===== src/design/crcfc_pkg.sv =====
`timescale 1ns / 1ps
`default_nettype none
// ----------------------------------------------------------------------------
// CRC16 frame checker package
// Shared types, status codes, register indexes and the byte-wise CRC update.
// ----------------------------------------------------------------------------
package crcfc_pkg;

  localparam int POS_W         = 11;
  localparam int COUNT_W       = POS_W + 1;
  localparam int MAX_LEN_W     = 10;
  localparam int CFG_IDX_W     = 2;
  localparam int CFG_DATA_W    = 10;
  localparam int QUEUE_DEPTH   = 2;

  localparam logic [POS_W-1:0]     POS_MAX       = '1;
  localparam logic [15:0]          CRC_INIT      = 16'hFFFF;
  localparam logic [MAX_LEN_W-1:0] MAX_LEN_RESET = 10'd260;
  localparam logic [POS_W-1:0]     POS_HEAD      = 11'd0;
  localparam logic [POS_W-1:0]     POS_CMD       = 11'd1;
  localparam logic [POS_W-1:0]     POS_LEN       = 11'd2;
  localparam logic [POS_W-1:0]     POS_PAYLOAD   = 11'd3;
  localparam logic [8:0]           FRAME_EXTRA   = 9'd5;

  typedef enum logic [2:0] {
    ST_OK        = 3'd0,
    ST_TOO_LONG  = 3'd1,
    ST_BAD_HEAD  = 3'd2,
    ST_BAD_LEN   = 3'd3,
    ST_BAD_CRC   = 3'd4
  } status_t;

  typedef enum logic [CFG_IDX_W-1:0] {
    REG_OWN_HEAD  = 2'd0,
    REG_BOTH_HEAD = 2'd1,
    REG_MAX_BURST = 2'd2
  } reg_idx_t;

  typedef struct packed {
    logic [7:0]       rx_byte;
    logic             burst_end;
    logic [POS_W-1:0] pos;
  } entry_t;

  typedef struct packed {
    logic [7:0]           own_head;
    logic [7:0]           both_head;
    logic [MAX_LEN_W-1:0] max_burst;
  } cfg_t;

  function automatic logic [15:0] crc_step(logic [15:0] crc, logic [7:0] b);
    logic [15:0] c;
    c = {crc[7:0], crc[15:8]};
    c[7:0] = c[7:0] ^ b;
    c = c ^ {12'h000, c[7:4]};
    c = c ^ {c[3:0], 12'h000};
    c = c ^ {3'b000, c[7:0], 5'b00000};
    return c;
  endfunction

endpackage
`default_nettype wire


===== src/design/crcfc_ifs.sv =====
`timescale 1ns / 1ps
`default_nettype none
// ----------------------------------------------------------------------------
// CRC16 frame checker channel interfaces
// Valid/ready channels for received bytes, results and register writes.
// ----------------------------------------------------------------------------
interface crcfc_in_if;
  logic       valid;
  logic       ready;
  logic [7:0] rx_byte;
  logic       burst_end;
  modport source (output valid, rx_byte, burst_end, input ready);
  modport sink (input valid, rx_byte, burst_end, output ready);
endinterface

interface crcfc_out_if;
  logic       valid;
  logic       ready;
  logic [7:0] payload_byte;
  logic       payload_valid;
  logic       frame_done;
  logic [2:0] frame_status;
  logic [7:0] command_code;
  logic [7:0] payload_len;
  modport source (output valid, payload_byte, payload_valid, frame_done, frame_status,
                  command_code, payload_len, input ready);
  modport sink (input valid, payload_byte, payload_valid, frame_done, frame_status,
                command_code, payload_len, output ready);
endinterface

interface crcfc_cfg_if;
  logic                                valid;
  logic                                ready;
  logic [crcfc_pkg::CFG_IDX_W-1:0]     index;
  logic [crcfc_pkg::CFG_DATA_W-1:0]    data;
  modport source (output valid, index, data, input ready);
  modport sink (input valid, index, data, output ready);
endinterface
`default_nettype wire


===== src/design/crcfc_front.sv =====
`timescale 1ns / 1ps
`default_nettype none
// ----------------------------------------------------------------------------
// CRC16 frame checker front end
// Accepts bytes and tags each with its saturating position in the burst.
// ----------------------------------------------------------------------------
module crcfc_front (
  input  wire logic              clk,
  input  wire logic              rst_n,
  crcfc_in_if.sink               in_ch,
  input  wire logic              q_full,
  output logic                   push_valid,
  output crcfc_pkg::entry_t      push_entry
);
  import crcfc_pkg::*;

  logic [POS_W-1:0] pos_r;
  logic [POS_W-1:0] pos_nxt;
  logic             xfer;

  assign in_ch.ready = !q_full;
  assign xfer        = in_ch.valid && !q_full;
  assign push_valid  = xfer;
  assign push_entry  = '{rx_byte: in_ch.rx_byte, burst_end: in_ch.burst_end, pos: pos_r};

  always_comb begin
    pos_nxt = pos_r;
    if (xfer) begin
      if (in_ch.burst_end) begin
        pos_nxt = '0;
      end else if (pos_r != POS_MAX) begin
        pos_nxt = pos_r + 1'b1;
      end
    end
  end

  always_ff @(posedge clk) begin
    if (!rst_n) begin
      pos_r <= '0;
    end else begin
      pos_r <= pos_nxt;
    end
  end

endmodule
`default_nettype wire


===== src/design/crcfc_fifo.sv =====
`timescale 1ns / 1ps
`default_nettype none
// ----------------------------------------------------------------------------
// CRC16 frame checker queue
// Short first-in first-out queue of tagged bytes between front and back end.
// ----------------------------------------------------------------------------
module crcfc_fifo #(
  parameter int DEPTH = crcfc_pkg::QUEUE_DEPTH
) (
  input  wire logic              clk,
  input  wire logic              rst_n,
  input  wire logic              push_valid,
  input  wire crcfc_pkg::entry_t push_entry,
  output logic                   full,
  output logic                   pop_valid,
  input  wire logic              pop_ready,
  output crcfc_pkg::entry_t      pop_entry
);
  import crcfc_pkg::*;

  localparam int PTR_W = (DEPTH > 1) ? $clog2(DEPTH) : 1;
  localparam int CNT_W = $clog2(DEPTH + 1);
  localparam logic [PTR_W-1:0] PTR_LAST = PTR_W'(DEPTH - 1);
  localparam logic [CNT_W-1:0] CNT_FULL = CNT_W'(DEPTH);

  entry_t           mem [DEPTH];
  logic [PTR_W-1:0] wr_ptr_r;
  logic [PTR_W-1:0] rd_ptr_r;
  logic [CNT_W-1:0] count_r;
  logic             pop;

  assign full      = (count_r == CNT_FULL);
  assign pop_valid = (count_r != '0);
  assign pop       = pop_valid && pop_ready;
  assign pop_entry = mem[rd_ptr_r];

  always_ff @(posedge clk) begin
    if (push_valid) begin
      mem[wr_ptr_r] <= push_entry;
    end
  end

  always_ff @(posedge clk) begin
    if (!rst_n) begin
      wr_ptr_r <= '0;
      rd_ptr_r <= '0;
      count_r  <= '0;
    end else begin
      if (push_valid) begin
        wr_ptr_r <= (wr_ptr_r == PTR_LAST) ? '0 : wr_ptr_r + 1'b1;
      end
      if (pop) begin
        rd_ptr_r <= (rd_ptr_r == PTR_LAST) ? '0 : rd_ptr_r + 1'b1;
      end
      if (push_valid && !pop) begin
        count_r <= count_r + 1'b1;
      end else if (pop && !push_valid) begin
        count_r <= count_r - 1'b1;
      end
    end
  end

endmodule
`default_nettype wire


===== src/design/crcfc_back.sv =====
`timescale 1ns / 1ps
`default_nettype none
// ----------------------------------------------------------------------------
// CRC16 frame checker back end
// Captures header fields, runs the CRC and registers one result per byte.
// ----------------------------------------------------------------------------
module crcfc_back (
  input  wire logic              clk,
  input  wire logic              rst_n,
  input  wire crcfc_pkg::cfg_t   cfg,
  input  wire logic              pop_valid,
  output logic                   pop_ready,
  input  wire crcfc_pkg::entry_t pop_entry,
  crcfc_out_if.source            out_ch
);
  import crcfc_pkg::*;

  logic [7:0]         head_r, cmd_r, len_r;
  logic [15:0]        crc_r, last2_r;
  logic [7:0]         head_nxt, cmd_nxt, len_nxt;
  logic [15:0]        crc_nxt, last2_nxt;
  logic [POS_W-1:0]   p;
  logic [COUNT_W-1:0] count;
  logic               pay;
  logic               take;
  status_t            status;

  logic       out_valid_r;
  logic [7:0] out_byte_r, out_cmd_r, out_len_r;
  logic       out_pay_r, out_done_r;
  status_t    out_status_r;

  assign pop_ready = !out_valid_r || out_ch.ready;
  assign take      = pop_valid && pop_ready;
  assign p         = pop_entry.pos;
  assign count     = {1'b0, p} + 1'b1;

  always_comb begin
    head_nxt  = (p == POS_HEAD) ? pop_entry.rx_byte : head_r;
    cmd_nxt   = (p == POS_CMD)  ? pop_entry.rx_byte : cmd_r;
    len_nxt   = (p == POS_LEN)  ? pop_entry.rx_byte : len_r;
    pay       = (p >= POS_PAYLOAD) && (p < (POS_PAYLOAD + {3'b000, len_nxt}));
    crc_nxt   = (p >= POS_LEN) ? crc_step(crc_r, last2_r[15:8]) : crc_r;
    last2_nxt = {last2_r[7:0], pop_entry.rx_byte};
    priority if (count > {2'b00, cfg.max_burst}) begin
      status = ST_TOO_LONG;
    end else if (head_nxt != cfg.own_head && head_nxt != cfg.both_head) begin
      status = ST_BAD_HEAD;
    end else if ({3'b000, {1'b0, len_nxt} + FRAME_EXTRA} != count) begin
      status = ST_BAD_LEN;
    end else if (crc_nxt != last2_nxt) begin
      status = ST_BAD_CRC;
    end else begin
      status = ST_OK;
    end
  end

  always_ff @(posedge clk) begin
    if (!rst_n) begin
      head_r      <= '0;
      cmd_r       <= '0;
      len_r       <= '0;
      crc_r       <= CRC_INIT;
      last2_r     <= '0;
      out_valid_r <= 1'b0;
    end else begin
      if (take) begin
        out_valid_r <= 1'b1;
      end else if (out_ch.ready) begin
        out_valid_r <= 1'b0;
      end
      if (take) begin
        if (pop_entry.burst_end) begin
          head_r  <= '0;
          cmd_r   <= '0;
          len_r   <= '0;
          crc_r   <= CRC_INIT;
          last2_r <= '0;
        end else begin
          head_r  <= head_nxt;
          cmd_r   <= cmd_nxt;
          len_r   <= len_nxt;
          crc_r   <= crc_nxt;
          last2_r <= last2_nxt;
        end
      end
    end
  end

  always_ff @(posedge clk) begin
    if (take) begin
      out_byte_r   <= pop_entry.rx_byte;
      out_pay_r    <= pay;
      out_done_r   <= pop_entry.burst_end;
      out_status_r <= pop_entry.burst_end ? status : ST_OK;
      out_cmd_r    <= cmd_nxt;
      out_len_r    <= len_nxt;
    end
  end

  assign out_ch.valid         = out_valid_r;
  assign out_ch.payload_byte  = out_byte_r;
  assign out_ch.payload_valid = out_pay_r;
  assign out_ch.frame_done    = out_done_r;
  assign out_ch.frame_status  = out_status_r;
  assign out_ch.command_code  = out_cmd_r;
  assign out_ch.payload_len   = out_len_r;

endmodule
`default_nettype wire


===== src/design/crc16_frame_checker_top.sv =====
`timescale 1ns / 1ps
`default_nettype none
// ----------------------------------------------------------------------------
// CRC16 frame checker
// Checks head, length and CRC16 of received frames and echoes every byte.
// ----------------------------------------------------------------------------
// The block takes one received byte per cycle while the queue has room and
// returns one result per byte, held first in the queue and then in the
// output register. A front end tags each byte with its position in the
// burst and a back end keeps the header fields and the CRC16 (polynomial
// 0x1021, init 0xFFFF), so a stall on the result side only fills the short
// queue before input transfers stop. Status is valid with frame_done on the
// burst's last byte. Registers may be written only while no transfer is in
// flight; the write port is always ready.
module crc16_frame_checker_top #(
  parameter int QUEUE_DEPTH = crcfc_pkg::QUEUE_DEPTH
) (
  input  wire logic  clk,
  input  wire logic  rst_n,
  crcfc_in_if.sink   in_ch,
  crcfc_out_if.source out_ch,
  crcfc_cfg_if.sink  cfg_ch
);
  import crcfc_pkg::*;

  cfg_t   cfg_r;
  logic   push_valid;
  entry_t push_entry;
  logic   q_full;
  logic   pop_valid;
  logic   pop_ready;
  entry_t pop_entry;

  assign cfg_ch.ready = 1'b1;

  always_ff @(posedge clk) begin
    if (!rst_n) begin
      cfg_r.own_head  <= '0;
      cfg_r.both_head <= '0;
      cfg_r.max_burst <= MAX_LEN_RESET;
    end else if (cfg_ch.valid) begin
      unique case (reg_idx_t'(cfg_ch.index))
        REG_OWN_HEAD:  cfg_r.own_head  <= cfg_ch.data[7:0];
        REG_BOTH_HEAD: cfg_r.both_head <= cfg_ch.data[7:0];
        REG_MAX_BURST: cfg_r.max_burst <= cfg_ch.data[MAX_LEN_W-1:0];
        default: ;
      endcase
    end
  end

  crcfc_front u_front (
    .clk        (clk),
    .rst_n      (rst_n),
    .in_ch      (in_ch),
    .q_full     (q_full),
    .push_valid (push_valid),
    .push_entry (push_entry)
  );

  crcfc_fifo #(
    .DEPTH (QUEUE_DEPTH)
  ) u_fifo (
    .clk        (clk),
    .rst_n      (rst_n),
    .push_valid (push_valid),
    .push_entry (push_entry),
    .full       (q_full),
    .pop_valid  (pop_valid),
    .pop_ready  (pop_ready),
    .pop_entry  (pop_entry)
  );

  crcfc_back u_back (
    .clk       (clk),
    .rst_n     (rst_n),
    .cfg       (cfg_r),
    .pop_valid (pop_valid),
    .pop_ready (pop_ready),
    .pop_entry (pop_entry),
    .out_ch    (out_ch)
  );

  a_status_only_on_done: assert property (@(posedge clk) disable iff (!rst_n)
    out_ch.valid && !out_ch.frame_done |-> out_ch.frame_status == ST_OK)
    else $error("frame status set on a byte that does not end the burst");

  a_ok_frame_ends_in_crc: assert property (@(posedge clk) disable iff (!rst_n)
    out_ch.valid && out_ch.frame_done && out_ch.frame_status == ST_OK
    |-> !out_ch.payload_valid)
    else $error("a good frame ended on a payload byte");

  a_no_push_when_full: assert property (@(posedge clk) disable iff (!rst_n)
    q_full |-> !push_valid)
    else $error("byte pushed into a full queue");

  a_idle_after_reset: assert property (@(posedge clk)
    !rst_n |=> !out_ch.valid && !pop_valid)
    else $error("result or queue entry present right after reset");

endmodule
`default_nettype wire


===== src/flat_wrapper.sv =====
// flat-port wrapper written by rule: the top's interface ports become plain ports
module crc16_frame_checker_top_flat import crcfc_pkg::*;
#(
  parameter int QUEUE_DEPTH = crcfc_pkg::QUEUE_DEPTH
)
  (clk, rst_n, in_ch_valid, in_ch_rx_byte, in_ch_burst_end, in_ch_ready, out_ch_valid, out_ch_payload_byte, out_ch_payload_valid, out_ch_frame_done, out_ch_frame_status, out_ch_command_code, out_ch_payload_len, out_ch_ready, cfg_ch_valid, cfg_ch_index, cfg_ch_data, cfg_ch_ready);
  crcfc_in_if in_ch_i ();
  crcfc_out_if out_ch_i ();
  crcfc_cfg_if cfg_ch_i ();
  input  wire logic clk;
  input  wire logic rst_n;
  input wire logic [$bits(in_ch_i.valid)-1:0] in_ch_valid;
  input wire logic [$bits(in_ch_i.rx_byte)-1:0] in_ch_rx_byte;
  input wire logic [$bits(in_ch_i.burst_end)-1:0] in_ch_burst_end;
  output wire logic [$bits(in_ch_i.ready)-1:0] in_ch_ready;
  output wire logic [$bits(out_ch_i.valid)-1:0] out_ch_valid;
  output wire logic [$bits(out_ch_i.payload_byte)-1:0] out_ch_payload_byte;
  output wire logic [$bits(out_ch_i.payload_valid)-1:0] out_ch_payload_valid;
  output wire logic [$bits(out_ch_i.frame_done)-1:0] out_ch_frame_done;
  output wire logic [$bits(out_ch_i.frame_status)-1:0] out_ch_frame_status;
  output wire logic [$bits(out_ch_i.command_code)-1:0] out_ch_command_code;
  output wire logic [$bits(out_ch_i.payload_len)-1:0] out_ch_payload_len;
  input wire logic [$bits(out_ch_i.ready)-1:0] out_ch_ready;
  input wire logic [$bits(cfg_ch_i.valid)-1:0] cfg_ch_valid;
  input wire logic [$bits(cfg_ch_i.index)-1:0] cfg_ch_index;
  input wire logic [$bits(cfg_ch_i.data)-1:0] cfg_ch_data;
  output wire logic [$bits(cfg_ch_i.ready)-1:0] cfg_ch_ready;
  assign in_ch_i.valid = in_ch_valid;
  assign in_ch_i.rx_byte = in_ch_rx_byte;
  assign in_ch_i.burst_end = in_ch_burst_end;
  assign in_ch_ready = in_ch_i.ready;
  assign out_ch_valid = out_ch_i.valid;
  assign out_ch_payload_byte = out_ch_i.payload_byte;
  assign out_ch_payload_valid = out_ch_i.payload_valid;
  assign out_ch_frame_done = out_ch_i.frame_done;
  assign out_ch_frame_status = out_ch_i.frame_status;
  assign out_ch_command_code = out_ch_i.command_code;
  assign out_ch_payload_len = out_ch_i.payload_len;
  assign out_ch_i.ready = out_ch_ready;
  assign cfg_ch_i.valid = cfg_ch_valid;
  assign cfg_ch_i.index = cfg_ch_index;
  assign cfg_ch_i.data = cfg_ch_data;
  assign cfg_ch_ready = cfg_ch_i.ready;
  crc16_frame_checker_top #(.QUEUE_DEPTH(QUEUE_DEPTH)) u_core (.clk(clk), .rst_n(rst_n), .in_ch(in_ch_i), .out_ch(out_ch_i), .cfg_ch(cfg_ch_i));
endmodule

===== config.mk =====
export PLATFORM = sky130hd
export DESIGN_NAME = crc16_frame_checker_top_flat
export DESIGN_NICKNAME = d
export VERILOG_FILES = /design/src/design/crcfc_pkg.sv /design/src/design/crcfc_ifs.sv /design/src/design/crcfc_front.sv /design/src/design/crcfc_fifo.sv /design/src/design/crcfc_back.sv /design/src/design/crc16_frame_checker_top.sv /design/src/flat_wrapper.sv
export SDC_FILE = /design/constraint.sdc
export NUM_CORES = 1
export LEC_CHECK = 0
export BUFFER_PORTS_ARGS = -buffer_cell sky130_fd_sc_hd__clkbuf_2
export CORE_ASPECT_RATIO = 2
export CORE_UTILIZATION = 39
export DETAILED_ROUTE_END_ITERATION = 6
export GPL_TIMING_DRIVEN = 0
export PLACE_DENSITY = 0.66
export SLEW_MARGIN = 40
export SYNTH_ARGS = -nofsm -noshare
export SYNTH_HDL_FRONTEND = slang
export SYNTH_SLANG_ARGS = --single-unit

===== constraint.sdc =====
create_clock -name clk -period 4.44 [get_ports clk]
set_input_delay 0.888 -clock clk [delete_from_list [all_inputs] [get_ports clk]]
set_output_delay 0.888 -clock clk [all_outputs]
set_load 0.1 [all_outputs]

-- Yosys cells after proc, flatten, opt, wreduce, memory -nomap -nowiden
Memory sizes are Yosys's and may differ from the RTL's. A register that Yosys moved wholly into a read port is not among the register bits.
Cells that the tools add are included.
- output and inout port bits: 32
- input bits: 26
- register bits: 127
- memories kept: 1
- memory bits (writable): 40
- logic and storage cells: 97
- eq/ne operators: 10
- reductions and logical operators: 23
- multiplexer cells: 25
- $lt $le $gt $ge: 4
- add/subtract/negate cells: 8
- bitwise operators: 5
- memories (name ; words ; width ; rd ports ; clocked after Yosys merged registers in ; wr ports ; line ; source):
    u_core.u_fifo.mem ; 2 ; 20 ; 1 ; 1 ; 1 ; crcfc_fifo.sv:26 ; entry_t mem [DEPTH];
- operators with widths (cell ; number):
    $mux 16 ; 3
    $mux 8 ; 6
    $ge 11x2->1 const B ; 2
    $mux 11 ; 2
    $ne 16x16->1 ; 1
    $ne 8x8->1 ; 2
    $xor 16x13->16 ; 1
    $xor 16x16->16 ; 1
    $xor 16x4->16 ; 1
    $add 11x1->12 const B ; 1
    $gt 12x10->1 ; 1
    $ne 9x12->1 ; 1
    $add 11x1->11 const B ; 1
    $eq 11x1->1 const B ; 1
    $eq 11x2->1 const B ; 1
    $logic_not 11->1 ; 1
    $lt 11x9->1 ; 1
    $ne 11x11->1 const B ; 1
    $add 2x8->9 const A ; 1
    $add 8x3->9 const B ; 1
    $mux 1 ; 9
    $mux 2 ; 4
    $reduce_and 2->1 ; 4
    $reduce_bool 2->1 ; 4
    14 further kinds ; 24

-- Logic depth before layout (Yosys ltp)
- word-level depth: 10
- gate-level depth with buffers: 22
- mapped depth without buffers: 18

-- Modules after synthesis
From an unflattened synthesis, not the netlist that was laid out.
- cells, all modules: 863
- area, all modules: 8798.4 um^2
- by module, submodules not included (module ; sequential area each (um^2) ; cells an instance ; times used ; area each (um^2)):
    crcfc_back ; 2011.9 ; 591 ; 1 ; 5439.0
    crcfc_fifo ; 1301.2 ; 84 ; 1 ; 1656.6
    crc16_frame_checker_top ; 520.5 ; 102 ; 1 ; 1006.0
    crcfc_front ; 220.2 ; 86 ; 1 ; 696.9

-- Least setup slack after synthesis
Ideal clock, no wire load.
- path kind: reg2reg
- from: reg (tool-made name)
- to: reg u_core.u_back.out_pay_r, in the netlist u_core.u_back.out_ch.payload_valid, data pin
- setup slack: 154 ps
- setup time: 133 ps
- required time: 4307 ps
- path buffers: 5
- data arrival time: 4153 ps
- period minus slack after synthesis: 4286 ps
- cell stages (with the launch flop): 22
- cells stage by stage: dfxtp_1 buf_4 clkbuf_1 buf_2 mux2i_1 ha_1 nand3_2 buf_6 buf_1 o21ai_1 inv_1 ha_1 xor2_1 ha_1 o21a_1 o21a_1 o21ai_0 nand2b_1 a21oi_1 nor2b_1 o211ai_1 o2111a_1
- RTL lines (item ; line ; source):
    end signal: assignment ; crcfc_back.sv:93 ; out_pay_r <= pay;
    end: declaration ; crcfc_back.sv:30 ; logic out_pay_r, out_done_r;

==> impl_metrics.csv <==
group,metric,value,unit
outcome,run_status,"finished clean",
global_routing,grt_max_degree,39,
floorplan,dieArea,22400,sq um
synth,synth_edf_count,69,
cts,cts_htree_levels,4,
finish,final-instance-count-excl-fill,1182,
synth,synthCells,817,
timing,final.period_utilization,0.976,
pwr,power.total,6140,uW
pwr,power_leakage,0.00380,uW
timing,max_freq,231,MHz
synth,ys_async_sr_fraction,0,
pwr,power_frac_comb,0.441,
finish,final_nets,949,
worst_setup_path,ff2ff_setup_slack,0.11,ns
finish,post-route-util,0.459,
placement,place_hpwl,17.0,mm
worst_setup_path,crit_path_end_kind,"flop",
cts,clock-sinks,168,
finish,syn_to_final_growth,15.8,%
cts,cts_made_buffers,17,
floorplan,die_h,211,microns
route,initialDrtViolationCount,286,
placement,place_inst,1146,
floorplan,core,21400,sq um
timing,grt_setup_unrepaired,"no",
cts,cts-root-buf,"clkbuf_16",
pwr,internal_power,3380,uW
pwr,seqPwrFrac,0.334,
synth,avgSynthCellArea,10.4,sq um
placement,place_area,9140,sq um
route,wire_per_inst,18.6,microns
worst_setup_path,rr_startpoint,"u_core.u_fifo.mem[1][2]",
worst_setup_path,worstPathArrival,4.55,ns
run,cap_violations,0,
synth,netlist_area,8480,sq um
timing,clock_skew,0.00885,ns
global_routing,track_usage,0.205,
floorplan,initial_utilization,0.397,
cts,clk_path_buf_depth,2,
floorplan,die_w,106,microns
synth,ys_ff_latch,168,
worst_setup_path,crit_type,"flop to flop",
global_routing,antenna_found_initial,0,
synth,synth_nets,870,
synth,ys.flop_type,"dfxtp_1",
min_path,hold_class,"flop to flop",
timing,slew_violations,0,
worst_setup_path,r2r_end,"u_core.u_back.out_ch.frame_status[2]",
timing,post-route-min-period,4.33,ns
route,drt_pre_antenna_iters,5,
timing,setup_violations,0,
route,wirelength,22.0,mm
worst_setup_path,path_max_fanout,10,
synth,ys_seq_area_frac,0.478,
worst_setup_path,crit_path_start_kind,"flop",
finish,final_area,9830,sq um
global_routing,grt_pass1_vias,6219,
placement,portBuffers,55,
min_path,worstHoldStart,"u_core.u_back.last2_r[3]",
floorplan,io_pins,58,
worst_setup_path,r2r_cells,13,
finish,antennaDiodeCount,0,
placement,place.gp.congestion,0.927,
synth,yosysUniqueCellTypes,63,
route,drcViolationCount,0,
cts,cts_tree,"built",
timing,hold_violations,0,
cts,hold_buffers,0,
min_path,holdPathStages,2,
pwr,p_clk_frac,0.225,
pwr,switching_share,0.449,
route,drtAntennaViolNets,0,
worst_setup_path,cp_data_required_time,4.66,ns
floorplan,rows,76,
min_path,whs_endpoint,"u_core.u_back.last2_r[3]",
timing,setup_tns,0,ns
finish,drive_gt1_frac,0.145,
cts,clkTransAtPathRegs,0.07,ns
route,vias_per_cell,5.31,
pwr,peakVddDrop,355,uV
pwr,p_sw,2760,uW
global_routing,grt.overflow.total,0,
timing,worst_slew_pin_slew,0.790,ns
cts,clk_latency,0.45,ns
synth,yosys_warnings,0,
route,num_vias,6281,
pwr,powerDensity,625,nW/um^2
global_routing,grt_pass1_wl,33.9,mm
timing,max_slew_margin,0.463,
cells in the final DEF, fill, tap and decap left out, types with 13 or more instances in the layout:
cell        n
a22oi_1    34
clkbuf_2   55
inv_1      33
clkbuf_16  18
nor2b_1    65
a21oi_1    17
o22ai_1    13
xnor2_1    53
mux2_2     13
nand3_1    20
mux2i_1    62
clkbuf_1   22
nand2_1    75
nor2_1     33
o21ai_0    23
edfxtp_1   69
dfxtp_1    99
ha_1       26
xor2_1     26
final cells by class:
cell class,instances,area [sq um]
Multi-Input combinational cell,583,4280
Clock inverter,10,71.3
Buffer,33,165
Timing Repair Buffer,60,320
Clock buffer,22,475
Inverter,33,124
Tap cell,273,342
Fill cell,2027,11600
Sequential cell,168,4050
power groups by stage:
stage / clock network, uW / registers, uW / logic [uW]
after floorplan: 0 / 2930 / 1210
after global placement: 0 / 2080 / 2620
after detailed placement: 0 / 2080 / 2660
after CTS: 1400 / 2050 / 2690
after global routing: 1460 / 2080 / 2880
final: 1380 / 2050 / 2710
sequential cells by signal (all words and copies together), names as in the netlist, 2 cells and up, named ones only:
register,count
u_core.u_back.len_r,8
u_core.u_front.pos_r,11
u_core.u_back.out_ch.payload_byte,8
u_core.u_fifo.mem,40
u_core.u_fifo.count_r,2
u_core.u_back.last2_r,16
u_core.u_back.out_ch.payload_len,8
u_core.u_back.crc_r,16
u_core.u_back.head_r,8
u_core.u_back.cmd_r,8
u_core.u_back.out_ch.frame_status,3
u_core.cfg_r,26
u_core.u_back.out_ch.command_code,8
cell families (layout without fill, tap and decap cells):
group / count (synthesis) / in the layout / share of synthesized area
AO/OA/AOI/OAI: 133 / 133 / 0.109
XOR/XNOR: 79 / 79 / 0.0816
adder cells (fa/ha/maj): 27 / 27 / 0.0398
buffers and inverters: 66 / 158 / 0.0314
flip-flops: 168 / 168 / 0.478
multiplexers: 82 / 82 / 0.0995
other: 1 / 1 / 0.000442
AND/OR/NAND/NOR: 261 / 261 / 0.161
how the worst max path moves through the flow:
stage,endpoint,start
final,u_core.u_back.out_ch.frame_status[2],u_core.u_fifo.mem[1][2]
after global routing,u_core.u_back.out_ch.payload_valid,u_core.u_fifo.mem[1][2]
after CTS,u_core.u_back.out_ch.frame_status[2],flop
after detailed placement,u_core.u_back.out_ch.frame_status[2],flop
after global placement,u_core.u_back.out_ch.frame_status[2],flop
after floorplan,u_core.u_back.out_ch.payload_valid,flop
per-layer routing:
| metal | vias up | part of all wire | wire (microns) | global-route usage |
|---|---|---|---|---|
| li1 | 3062 | - | - | - |
| met1 | 3023 | 0.34 | 7550 | 0.188 |
| met2 | 129 | 0.58 | 12600 | 0.402 |
| met3 | 67 | 0.025 | 539 | 0.0356 |
| met4 | 0 | 0.056 | 1230 | 0.128 |
| met5 | - | 0 | 0 | 0 |
repair_timing:
action	4_1_cts	5_1_grt
endpoints found under the setup margin	4	4
gates resized for setup	15	8
setup buffers	0	4
gates cloned	0	0
pin swaps	1	2
critical path, stage by stage (launching register included):
cell       delay (ns)
edfxtp_1         0.45
or4b_1           0.60
o22ai_4          0.28
nand3_2          0.13
buf_6            0.16
buf_2            0.22
nand2_1          0.17
o21ai_0          0.12
ha_1             0.29
or3_1            0.39
a311o_1          0.36
a2111oi_4        0.39
o2111ai_2        0.21
a2111oi_4        0.32
metrics by stage:
step / hold slack (ns) / setup slack, ns
after global placement: 0.467 / -1.17
after global routing: 0.508 / 0.00311
after CTS: 0.491 / 0.0142
after floorplan: 0.448 / 0.154
final: 0.494 / 0.109
after detailed placement: 0.475 / -1.14
Yosys cell counts, types with 3 or more instances:
master | n | area share
dfxtp_1 | 99 | 0.23
nand2_1 | 75 | 0.033
edfxtp_1 | 69 | 0.24
mux2i_1 | 66 | 0.078
nor2b_1 | 65 | 0.048
xnor2_1 | 53 | 0.055
a22oi_1 | 34 | 0.030
nor2_1 | 34 | 0.015
inv_1 | 33 | 0.015
ha_1 | 27 | 0.040
xor2_1 | 26 | 0.027
o21ai_0 | 23 | 0.014
clkbuf_1 | 22 | 0.0097
nand3_1 | 20 | 0.012
a21oi_1 | 17 | 0.010
mux2_2 | 13 | 0.017
o22ai_1 | 13 | 0.0096
nand4_1 | 11 | 0.0081
nor3_1 | 8 | 0.0047
a21boi_0 | 7 | 0.0062
and3_1 | 7 | 0.0052
nor4_1 | 7 | 0.0052
nand2b_1 | 6 | 0.0044
o21a_1 | 6 | 0.0053
or3_1 | 6 | 0.0044
and2_1 | 5 | 0.0037
buf_1 | 5 | 0.0022
nand3b_1 | 5 | 0.0044
o21ai_1 | 5 | 0.0029
a22o_1 | 3 | 0.0031
a31oi_1 | 3 | 0.0022
buf_2 | 3 | 0.0018
(Power assumes the default switching activity.)
